**config.mk**
```make
export PLATFORM = sky130hd
export DESIGN_NAME = modular_exponentiation
export DESIGN_NICKNAME = d
export VERILOG_FILES = /design/src/sv/modexp_pkg.sv /design/src/sv/modexp_mulmod.sv /design/src/sv/modular_exponentiation.sv
export SDC_FILE = /design/constraint.sdc
export NUM_CORES = 1
export LEC_CHECK = 0
export BUFFER_PORTS_ARGS = -buffer_cell sky130_fd_sc_hd__clkbuf_2
export CORE_MARGIN = 2
export CORE_UTILIZATION = 50
export DETAILED_ROUTE_END_ITERATION = 8
export GPL_TIMING_DRIVEN = 0
export PLACE_DENSITY = 0.68
export SLEW_MARGIN = 20
export SYNTH_ARGS = -nofsm -noshare
export SYNTH_HDL_FRONTEND = slang
export SYNTH_SLANG_ARGS = --single-unit
```
**constraint.sdc**
```tcl
create_clock -name clk -period 7.1 [get_ports clk]
set_clock_uncertainty 0.15 [all_clocks]
set_input_delay 0.355 -clock clk [delete_from_list [all_inputs] [get_ports clk]]
set_output_delay 0.355 -clock clk [all_outputs]
set_load 0.02 [all_outputs]
```
**src/sv/modexp_pkg.sv**
```systemverilog
`default_nettype none
// ----------------------------------------------------------------------------
// modexp_pkg
// Shared width constants and transaction types for the modular
// exponentiation block.
// ----------------------------------------------------------------------------
package modexp_pkg;

	localparam int WIDTH = 32;
	localparam int CNT_W = $clog2(WIDTH);

	typedef struct packed {
		logic [WIDTH-1:0] base_value;
		logic [WIDTH-1:0] exponent_value;
		logic [WIDTH-1:0] modulus_value;
	} req_item_t;

	typedef struct packed {
		logic [WIDTH-1:0] power_result;
		logic             bad_modulus;
	} rsp_item_t;

	// modular multiplier status toward the sequencer
	typedef struct packed {
		logic busy;
		logic done;
	} mm_status_t;

endpackage
// ----------------------------------------------------------------------------
`default_nettype wire

```
**src/sv/modexp_mulmod.sv**
```systemverilog
`default_nettype none
// ----------------------------------------------------------------------------
// modexp_mulmod
// Bit-serial shift-add modular multiplier: (a * b) mod m, one bit of b per
// cycle, MSB first. Requires a < m and m > 0 (a = 1, m = 1 also works).
// ----------------------------------------------------------------------------
module modexp_mulmod
	import modexp_pkg::*;
(
	input  wire logic             clk,
	input  wire logic             arst_n,
	input  wire logic             start,
	input  wire logic [WIDTH-1:0] op_a,
	input  wire logic [WIDTH-1:0] op_b,
	input  wire logic [WIDTH-1:0] modulus,
	output mm_status_t            status,
	output logic      [WIDTH-1:0] product
);

	logic [WIDTH-1:0] a_q;
	logic [WIDTH-1:0] b_q;
	logic [WIDTH-1:0] m_q;
	logic [WIDTH-1:0] r_q;
	logic [CNT_W-1:0] cnt_q;
	logic             busy_q;
	logic             done_q;

	// t = 2r + bit*a < 3m; reduce by 2m or m
	logic [WIDTH+1:0] t;
	logic [WIDTH+1:0] m1;
	logic [WIDTH+1:0] m2;
	logic [WIDTH-1:0] r_next;

	always_comb begin
		m1 = {2'b00, m_q};
		m2 = {1'b0, m_q, 1'b0};
		t  = {1'b0, r_q, 1'b0} + (b_q[WIDTH-1] ? {2'b00, a_q} : '0);
		if (t >= m2) begin
			r_next = WIDTH'(t - m2);
		end else if (t >= m1) begin
			r_next = WIDTH'(t - m1);
		end else begin
			r_next = t[WIDTH-1:0];
		end
	end

	always_ff @(posedge clk or negedge arst_n) begin
		if (!arst_n) begin
			busy_q <= 1'b0;
			done_q <= 1'b0;
			cnt_q  <= '0;
		end else begin
			done_q <= 1'b0;
			if (start) begin
				busy_q <= 1'b1;
				cnt_q  <= '0;
			end else if (busy_q) begin
				cnt_q <= cnt_q + 1'b1;
				if (cnt_q == CNT_W'(WIDTH-1)) begin
					busy_q <= 1'b0;
					done_q <= 1'b1;
				end
			end
		end
	end

	always_ff @(posedge clk) begin
		if (start) begin
			a_q <= op_a;
			b_q <= op_b;
			m_q <= modulus;
			r_q <= '0;
		end else if (busy_q) begin
			r_q <= r_next;
			b_q <= {b_q[WIDTH-2:0], 1'b0};
		end
	end

	assign status.busy = busy_q;
	assign status.done = done_q;
	assign product     = r_q;

endmodule
// ----------------------------------------------------------------------------
`default_nettype wire

```
**src/sv/modular_exponentiation.sv**
```systemverilog
`default_nettype none
// ----------------------------------------------------------------------------
// modular_exponentiation
// Left-to-right square-and-multiply modular exponentiation, bit-serial.
// ----------------------------------------------------------------------------
// Computes base^exponent mod modulus over WIDTH-bit unsigned operands. One
// transaction at a time: the request side stalls while a transaction is in
// flight, but a new request is taken while the previous result still waits
// in the response register. Every step runs on one shared bit-serial modular
// multiplier that loads its operands and then takes one bit of b per cycle.
// A transaction costs the base reduction, WIDTH squarings and one multiply
// per set exponent bit. A zero modulus skips the multiplier and goes straight
// to the output state, answered with bad_modulus set and result 0; a modulus
// of one yields 0.
// ----------------------------------------------------------------------------
module modular_exponentiation
	import modexp_pkg::*;
(
	input  wire logic      clk,
	input  wire logic      arst_n,
	input  wire logic      req_valid,
	output logic           req_stall,
	input  wire req_item_t req_data,
	output logic           rsp_valid,
	input  wire logic      rsp_stall,
	output rsp_item_t      rsp_data
);

	typedef enum logic [4:0] {
		S_IDLE = 5'b00001,
		S_RED  = 5'b00010,  // reducing base by modulus
		S_SQR  = 5'b00100,  // squaring accumulator
		S_MUL  = 5'b01000,  // multiplying by base
		S_OUT  = 5'b10000   // waiting for response register
	} state_t;

	localparam logic [WIDTH-1:0] ONE = WIDTH'(1);

	state_t           state_q;
	logic [WIDTH-1:0] acc_q;
	logic [WIDTH-1:0] exp_q;
	logic [WIDTH-1:0] base_q;
	logic [WIDTH-1:0] mod_q;
	logic             bad_q;
	logic [CNT_W-1:0] cnt_q;
	logic             rsp_valid_q;
	rsp_item_t        rsp_q;

	logic             accept;
	logic             last_bit;
	logic             load_rsp;
	logic             mm_start;
	logic [WIDTH-1:0] mm_a;
	logic [WIDTH-1:0] mm_b;
	logic [WIDTH-1:0] mm_m;
	logic [WIDTH-1:0] mm_prod;
	mm_status_t       mm_stat;

	assign req_stall = (state_q != S_IDLE);
	assign accept    = req_valid && !req_stall;
	assign last_bit  = (cnt_q == CNT_W'(WIDTH-1));
	assign load_rsp  = (state_q == S_OUT) && (!rsp_valid_q || !rsp_stall);

	// operand select for the next multiplier pass
	always_comb begin
		mm_start = 1'b0;
		mm_a     = mm_prod;
		mm_b     = mm_prod;
		mm_m     = mod_q;
		case (state_q)
			S_IDLE: begin
				// base mod m computed as (1 * base) mod m
				mm_a     = ONE;
				mm_b     = req_data.base_value;
				mm_m     = req_data.modulus_value;
				mm_start = accept && (req_data.modulus_value != '0);
			end
			S_RED: begin
				mm_a     = acc_q;
				mm_b     = acc_q;
				mm_start = mm_stat.done;
			end
			S_SQR: begin
				if (exp_q[WIDTH-1]) begin
					mm_b     = base_q;
					mm_start = mm_stat.done;
				end else begin
					mm_start = mm_stat.done && !last_bit;
				end
			end
			S_MUL: begin
				mm_start = mm_stat.done && !last_bit;
			end
			default: begin
				mm_start = 1'b0;
			end
		endcase
	end

	modexp_mulmod u_mulmod (
		.clk     (clk),
		.arst_n  (arst_n),
		.start   (mm_start),
		.op_a    (mm_a),
		.op_b    (mm_b),
		.modulus (mm_m),
		.status  (mm_stat),
		.product (mm_prod)
	);

	// sequencer
	always_ff @(posedge clk or negedge arst_n) begin
		if (!arst_n) begin
			state_q <= S_IDLE;
			cnt_q   <= '0;
		end else begin
			case (state_q)
				S_IDLE: begin
					cnt_q <= '0;
					if (accept) begin
						state_q <= (req_data.modulus_value == '0) ? S_OUT : S_RED;
					end
				end
				S_RED: begin
					if (mm_stat.done) begin
						state_q <= S_SQR;
					end
				end
				S_SQR: begin
					if (mm_stat.done) begin
						if (exp_q[WIDTH-1]) begin
							state_q <= S_MUL;
						end else begin
							cnt_q   <= cnt_q + 1'b1;
							state_q <= last_bit ? S_OUT : S_SQR;
						end
					end
				end
				S_MUL: begin
					if (mm_stat.done) begin
						cnt_q   <= cnt_q + 1'b1;
						state_q <= last_bit ? S_OUT : S_SQR;
					end
				end
				S_OUT: begin
					if (load_rsp) begin
						state_q <= S_IDLE;
					end
				end
				default: begin
					state_q <= S_IDLE;
				end
			endcase
		end
	end

	// working registers
	always_ff @(posedge clk) begin
		case (state_q)
			S_IDLE: begin
				if (accept) begin
					mod_q <= req_data.modulus_value;
					exp_q <= req_data.exponent_value;
					bad_q <= (req_data.modulus_value == '0);
					// 1 mod m: zero for m of zero or one
					acc_q <= (req_data.modulus_value > ONE) ? ONE : '0;
				end
			end
			S_RED: begin
				if (mm_stat.done) begin
					base_q <= mm_prod;
				end
			end
			S_SQR: begin
				if (mm_stat.done) begin
					acc_q <= mm_prod;
					if (!exp_q[WIDTH-1]) begin
						exp_q <= {exp_q[WIDTH-2:0], 1'b0};
					end
				end
			end
			S_MUL: begin
				if (mm_stat.done) begin
					acc_q <= mm_prod;
					exp_q <= {exp_q[WIDTH-2:0], 1'b0};
				end
			end
			default: begin
			end
		endcase
	end

	// response register
	always_ff @(posedge clk or negedge arst_n) begin
		if (!arst_n) begin
			rsp_valid_q <= 1'b0;
		end else if (load_rsp) begin
			rsp_valid_q <= 1'b1;
		end else if (!rsp_stall) begin
			rsp_valid_q <= 1'b0;
		end
	end

	always_ff @(posedge clk) begin
		if (load_rsp) begin
			rsp_q.power_result <= acc_q;
			rsp_q.bad_modulus  <= bad_q;
		end
	end

	assign rsp_valid = rsp_valid_q;
	assign rsp_data  = rsp_q;

	// multiplier is only started when free
	a_start_idle: assert property (@(posedge clk) disable iff (!arst_n)
		mm_start |-> !mm_stat.busy)
		else $error("multiplier started while busy");

	// reduced base lies below the modulus
	a_base_reduced: assert property (@(posedge clk) disable iff (!arst_n)
		(state_q == S_RED) && mm_stat.done |=> base_q < mod_q)
		else $error("base not reduced");

	// accumulator stays reduced during the scan
	a_acc_reduced: assert property (@(posedge clk) disable iff (!arst_n)
		(state_q == S_SQR) || (state_q == S_MUL) |-> acc_q < mod_q)
		else $error("accumulator not reduced");

	// zero modulus goes straight to the response with the flag set
	a_zero_mod: assert property (@(posedge clk) disable iff (!arst_n)
		accept && (req_data.modulus_value == '0) |=> (state_q == S_OUT) && bad_q)
		else $error("zero modulus not flagged");

endmodule
// ----------------------------------------------------------------------------
`default_nettype wire
```
==> impl_metrics.py, run 1 <==
metrics = {
    "outcome": {
        "status": "finished clean",
    },
    "synthesis": {
        "synth_edf_count": 258,
        "synth-compound-area-share_pct": 20.3,
        "synth_async_sr_flop_share_pct": 5.84,
        "synth-seq-area-share_pct": 49.7,
        "synth.cell_area_mm2": 0.0178,
        "synthSimpleGateAreaFrac_pct": 14.3,
        "syn_area_per_cell_um2": 10.4,
        "synth_fp_nets": 1913,
        "yosysWarnings": 0,
        "synth-xor-area-share_pct": 3.99,
        "synthMuxAreaShare_pct": 0.950,
        "synth-adder-area-share_pct": 7.30,
        "synthFlopType": "edfxtp_1",
        "ys_ff_latch": 308,
        "synth_top_family_by_area": "compound AO/OA/AOI/OAI gates",
        "synth_cell_types": 86,
        "synth_cells": 1711,
    },
    "layout": {
        "area_growth_pct": 17.7,
        "nets": 2155,
        "stdcell_count": 2437,
        "antennaDiodeCount": 0,
        "final_area_mm2": 0.0209,
        "drive_gt1_share_pct": 11.6,
        "fillCellCount": 2969,
    },
    "clocking": {
        "path_clk_slew_ps": 60,
        "cts_buffer_depth": 3,
        "cts_tree": "done",
        "cts_repair_resize_count": 0,
        "cts-root-buf": "clkbuf_16",
        "ctsHoldBuffers": 66,
        "htree_num_levels": 2,
        "cts_setup_buffers": 0,
        "cts_sinks": 308,
        "cts_buffers": 35,
        "insertion_delay_ps": 550,
    },
    "critical_path": {
        "critPathKind": "flop to flop",
        "critPathLaunchType": "flop",
        "crit_required_ps": 7370,
        "cpPeakStageDelay_ps": 770,
        "path_cells": "clkbuf_1, nand2_1, fa_1, nor2b_1, o31a_1, o211ai_2, o211ai_2, and3_1, nor2_1, o311ai_1, ha_1, nand3_1, nor2_1, a221o_1, a21oi_1, o21bai_1, a21oi_1, o211ai_1, buf_2, nor2_4, buf_2, a31oi_1",
        "cp_max_fo": 10,
        "endpoint_kind": "flop",
        "critPathSlowestCell": "o311ai_1",
        "worstPathArrival_ps": 6900,
    },
    "worst_hold_path": {
        "hp-class": "primary input to flop",
    },
    "floorplan": {
        "dieArea_mm2": 0.0371,
        "die_w_um": 193,
        "initial_core_util_pct": 50.4,
        "core_area_mm2": 0.0353,
        "fp.dieH_um": 193,
        "num_io_pins": 135,
        "rows": 69,
    },
    "timing": {
        "hold_violations": 0,
        "finalWorstSetupSlack_ps": 467,
        "rsz0062_at_grt": "no",
        "period_needed_ps": 6630,
        "hold-worst-slack_ps": 47.4,
        "worst_pin_slew_ps": 1130,
        "clock.fmax_mhz": 151,
        "finalSetupViolations": 0,
        "maxSlewViolCount": 0,
        "finalCritPeriodShare_pct": 93.4,
        "slew_headroom_pct": 23.8,
    },
    "routing": {
        "drcViolationCount": 0,
        "routed_wl_um": 50400,
        "drtPass1Iterations": 8,
        "antenna_left": 0,
        "num_vias": 14614,
        "post_drt_wl_per_cell_um": 20.7,
        "drtIter0Drc": 1410,
        "vias_per_cell": 6.00,
    },
    "placement": {
        "port_buffers": 134,
        "dp_slack_ps": 590,
        "dp_cells": 2311,
        "gp_congestion": 0.915,
        "placed_area_mm2": 0.0192,
        "dpl.hpwl_um": 37800,
    },
    "global_route": {
        "grt.total_usage_pct": 27.2,
        "first_global_vias": 13990,
        "grt_first_pass_wirelength_um": 77500,
        "antenna_found_initial": 0,
        "grt-ovfl-total": 0,
        "grt_max_degree": 34,
    },
    "run": {
        "cap_violations": 0,
    },
}
[layer usage]
metal  track usage, %  wire length [µm]  vias up
met5                0                 0        -
met4             8.40              1240        0
met3             3.62              3480       76
met2             43.2             22700      620
met1             38.8             22900     6938
li1                 -                 -     6980
[through the flow]
| stage | TNS (ps) | util [%] |
|---|---|---|
| 3_3_place_gp | -68100 | 53.9 |
| 2_1_floorplan | 0 | - |
| 4_1_cts | 0 | 59.3 |
| 3_5_place_dp | 0 | 54.3 |
| 6_report | 0 | 59.3 |
| 5_1_grt | 0 | 59.3 |
[final cells by class]
| cell class | count | area, µm² | share of cell area [%] |
|---|---|---|---|
| Timing Repair Buffer | 205 | 1450 | 6.91 |
| Tap cell | 461 | 577 | 2.76 |
| Clock inverter | 17 | 175 | 0.837 |
| Inverter | 74 | 278 | 1.33 |
| Clock buffer | 43 | 927 | 4.43 |
| Multi-Input combinational cell | 1250 | 8370 | 40.0 |
| Sequential cell | 308 | 8840 | 42.2 |
| Buffer | 79 | 324 | 1.55 |
[sequential cells by signal, indices dropped and copies added (netlist names), 32 cells and up]
register / count
acc_q: 32
u_mulmod.m_q: 32
u_mulmod.b_q: 32
u_mulmod.product: 32
exp_q: 32
base_q: 32
mod_q: 32
u_mulmod.a_q: 32
rsp_data: 33
[kinds of logic (layout without fill, tap and decap cells)]
| group | Yosys count | count (layout) |
|---|---|---|
| compound gates | 513 | 513 |
| xor+xnor | 81 | 81 |
| fa+ha+maj | 102 | 102 |
| buf+inv | 153 | 418 |
| flops | 308 | 308 |
| mux | 15 | 15 |
| simple gates | 539 | 539 |
[cells in the final DEF (no fill, tap or decap), types with 8 or more instances in the layout]
cell and n:
edfxtp_1 258, nand2_1 216, clkbuf_2 134, a21oi_1 111
nor2_1 110, ha_1 99, inv_1 71, and2_1 68
clkbuf_1 67, o21ai_0 66, dlygate4sd3_1 66, a22o_1 61
xnor2_1 52, a31oi_1 48, a21o_1 41, clkbuf_16 36
nand3_1 34, a222oi_1 32, dfxtp_1 32, xor2_1 29
a211oi_1 22, nor3_1 20, and3_1 19, o211ai_1 17
dfrtp_1 17, nand4_1 16, o21bai_1 14, o21a_1 13
nor4_1 12, mux2i_1 12, nand2b_1 10, nor2b_1 8
a211o_1 8, clkinv_1 8, buf_1 8
[critical path: cells and delay by family (launching register included)]
kind / cells / cell delay, ps
fa+ha+maj: 2 / 880
compound gates: 10 / 2770
flops: 1 / 540
buf+inv: 3 / 910
simple gates: 7 / 1220
[cells in the mapped netlist, types with 19 or more instances]
library cell	instances	share of area (%)
nand3_1	34	0.96
nor2_1	110	2.3
and3_1	19	0.67
a31oi_1	48	1.7
a222oi_1	32	1.8
nor3_1	20	0.56
clkbuf_1	60	1.3
inv_1	73	1.5
a211oi_1	22	0.93
xor2_1	29	1.4
o21ai_0	66	1.9
a21oi_1	113	3.2
and2_1	69	2.4
nand2_1	217	4.6
ha_1	99	7.0
dfxtp_1	32	3.6
edfxtp_1	258	44
a22o_1	61	3.0
a21o_1	41	1.7
xnor2_1	52	2.6
[final timing paths]
| check | from | endpoint | slack (ps) | cells past startpoint |
|---|---|---|---|---|
| setup reg to reg | u_mulmod.b_q[31] | u_mulmod.product[26] | 470 | 22 |
| min in group asynchronous | arst_n | rsp_valid | 170 | 2 |
| setup / recovery | u_mulmod.b_q[31] | u_mulmod.product[26] | 470 | 22 |
| hold / removal | req_valid | state_q[3] | 50 | 3 |
| hold reg to reg | bad_q | rsp_data[0] | 280 | 0 |
| max in group asynchronous | arst_n | state_q[0] | 6280 | 2 |
Power of run 1 is not shown: default switching activity piles up to over one toggle a cycle in this logic, so the estimate is an artifact.
==> run 2, diff against run 1 <==
--- a/config.mk
+++ b/config.mk
@@ -5,6 +5,7 @@
 export SDC_FILE = /design/constraint.sdc
 export NUM_CORES = 1
 export LEC_CHECK = 0
+export ABC_AREA = 1
 export BUFFER_PORTS_ARGS = -buffer_cell sky130_fd_sc_hd__clkbuf_2
 export CORE_MARGIN = 2
 export CORE_UTILIZATION = 50
==> impl_metrics.py, run 2 <==
metrics = {
    "synthesis": {
        "synth_edf_count": 258,
        "yosysWarnings": 0,
        "syn_area_per_cell_um2": 8.01,
        "synth.cell_area_mm2": 0.0195,
        "synth_top_area_cell": "edfxtp_1",
        "synth_common_cells": "nand2_1 (622), inv_1 (379), edfxtp_1 (258)",
        "synth_top_cell_area_share_pct": 39.8,
        "synth_cells": 2433,
        "yosysMostFrequentCell": "nand2_1",
        "synth-seq-area-share_pct": 45.4,
        "synth_async_sr_flop_share_pct": 5.84,
        "netlist_top_cells_area": "edfxtp_1 (40%), nand2_1 (12%), inv_1 (7.3%)",
        "ys_ff_latch": 308,
        "synth_cell_types": 51,
        "synth_fp_nets": 2635,
        "synthFlopType": "edfxtp_1",
    },
    "routing": {
        "wl_met3_um": 5370,
        "wl_met2_um": 30800,
        "drtPass1Iterations": 8,
        "num_vias": 18186,
        "post_drt_wl_per_cell_um": 21.3,
        "drcViolationCount": 0,
        "top_layer": "met4",
        "vias_per_cell": 5.65,
        "antenna_left": 0,
        "routed_wl_um": 68400,
        "wl_met1_um": 30500,
        "drtIter0Drc": 1915,
    },
    "critical_path": {
        "cp_max_fo": 10,
        "critPathLaunchType": "flop",
        "r2r-start": "u_mulmod.b_q[31]",
        "cpPeakStageDelay_ps": 580,
        "crit_required_ps": 7360,
        "reg2reg_slack_ps": 840,
        "worstPathArrival_ps": 6520,
        "rr_endpoint": "u_mulmod.product[0]",
        "endpoint_kind": "flop",
        "critPathKind": "flop to flop",
        "r2r_cells": 29,
        "crit_top_cell": "nand2_1",
        "critPathSlowestCell": "clkbuf_1",
    },
    "timing": {
        "period_needed_ps": 6260,
        "hold_violations": 0,
        "finalCritPeriodShare_pct": 88.1,
        "maxSlewViolCount": 0,
        "setup_tns_ps": 0,
        "hold-worst-slack_ps": 25.5,
        "slew_headroom_pct": 41.6,
        "clock.fmax_mhz": 160,
        "finalSetupViolations": 0,
        "rsz0062_at_grt": "no",
        "worst_pin_slew_ps": 868,
    },
    "global_route": {
        "grt-ovfl-total": 0,
        "grt.total_usage_pct": 33.5,
        "grt_max_degree": 60,
        "first_global_vias": 17151,
        "grt_first_pass_wirelength_um": 103000,
        "antenna_found_initial": 0,
    },
    "clocking": {
        "path_clk_slew_ps": 70,
        "cts_buffers": 34,
        "cts-root-buf": "clkbuf_16",
        "cts_sinks": 308,
        "cts_repair_resize_count": 0,
        "cts_tree": "done",
        "htree_num_levels": 2,
        "insertion_delay_ps": 540,
        "cts_buffer_depth": 3,
    },
    "run": {
        "cap_violations": 0,
    },
    "worst_hold_path": {
        "hold-path-endpoint": "exp_q[13]",
        "worstHoldStart": "req_data[45]",
        "hp-class": "primary input to flop",
        "min_path_cells": 2,
    },
    "floorplan": {
        "die_w_um": 201,
        "fp.dieH_um": 201,
        "initial_core_util_pct": 50.5,
        "rows": 72,
        "dieArea_mm2": 0.0406,
        "core_area_mm2": 0.0386,
        "num_io_pins": 135,
    },
    "layout": {
        "drive_gt1_share_pct": 9.08,
        "final_common_cell": "nand2_1",
        "fillCellCount": 3503,
        "area_growth_pct": 16.6,
        "antennaDiodeCount": 0,
        "nets": 2877,
        "largest_register_ffs": 33,
        "final_cell_mix": "nand2_1 (621), inv_1 (379), edfxtp_1 (258)",
        "final_area_mm2": 0.0227,
    },
    "outcome": {
        "status": "finished clean",
    },
    "placement": {
        "placed_area_mm2": 0.0210,
        "dpl.hpwl_um": 53900,
        "gp_congestion": 1.00,
        "port_buffers": 134,
    },
}
[run 2: final cells by class]
class / instances / area [µm²] / share of cell area [%]
plain buffers: 70 / 302 / 1.33
clock buffers: 43 / 947 / 4.17
clock inverters: 17 / 101 / 0.446
inverters: 386 / 1450 / 6.38
multi-input cells: 1669 / 8930 / 39.3
flip-flops and latches: 308 / 8840 / 38.9
well taps: 518 / 648 / 2.85
repair buffers: 206 / 1490 / 6.57
[run 2: per-stage QoR]
stage / instances / worst slack, ps / util, %
5_1_grt: 3217 / 519 / 58.9
2_1_floorplan: 2433 / 2690 / -
4_1_cts: 3217 / 1050 / 58.9
3_3_place_gp: 3085 / 756 / 53.9
6_report: 3217 / 845 / 58.9
3_5_place_dp: 3092 / 1070 / 54.5
[run 2: critical path, delay by kind of cell (launching register included)]
kind                     cells  cell delay, ps
adder cells (fa/ha/maj)      3             970
flip-flops                   1             560
AO/OA/AOI/OAI                4             860
XOR/XNOR                     1             430
buffers and inverters        6            1290
AND/OR/NAND/NOR             15            1840
[run 2: worst max path at each step]
stage / start / end / slack (ps) / cells after the start
after CTS: u_mulmod.b_q[31] / u_mulmod.product[0] / 1050 / 29
after global routing: u_mulmod.b_q[31] / u_mulmod.product[25] / 520 / 33
after floorplan: state_q[2] / u_mulmod.b_q[29] / 2690 / 9
final: u_mulmod.b_q[31] / u_mulmod.product[0] / 840 / 29
after detailed placement: u_mulmod.b_q[31] / u_mulmod.product[0] / 1070 / 29
after global placement: state_q[2] / u_mulmod.b_q[0] / 760 / 10
[run 2: cells by family (layout without fill, tap and decap cells)]
| group | after synthesis | after routing | share of synthesized area, % |
|---|---|---|---|
| AOI/OAI and AO/OA | 409 | 409 | 12.8 |
| xor gates and xnor gates | 60 | 60 | 2.70 |
| adders and majority gates | 102 | 102 | 6.67 |
| buffers and inverters | 456 | 722 | 8.97 |
| DFF | 308 | 308 | 45.4 |
| and+or+nand+nor | 1098 | 1098 | 23.5 |
[run 2: timing repair]
item / CTS / global route
endpoints found under the hold margin: 94 / 0
buffers inserted: 0 / 0
hold buffers: 65 / 0
[run 2: metal layers]
| layer | vias to the layer above | track usage, % |
|---|---|---|
| met5 | - | 0 |
| met4 | 0 | 9.22 |
| met3 | 93 | 4.62 |
| met2 | 827 | 52.7 |
| met1 | 8646 | 48.5 |
| li1 | 8620 | - |
Power of run 2 is left out for the same reason.
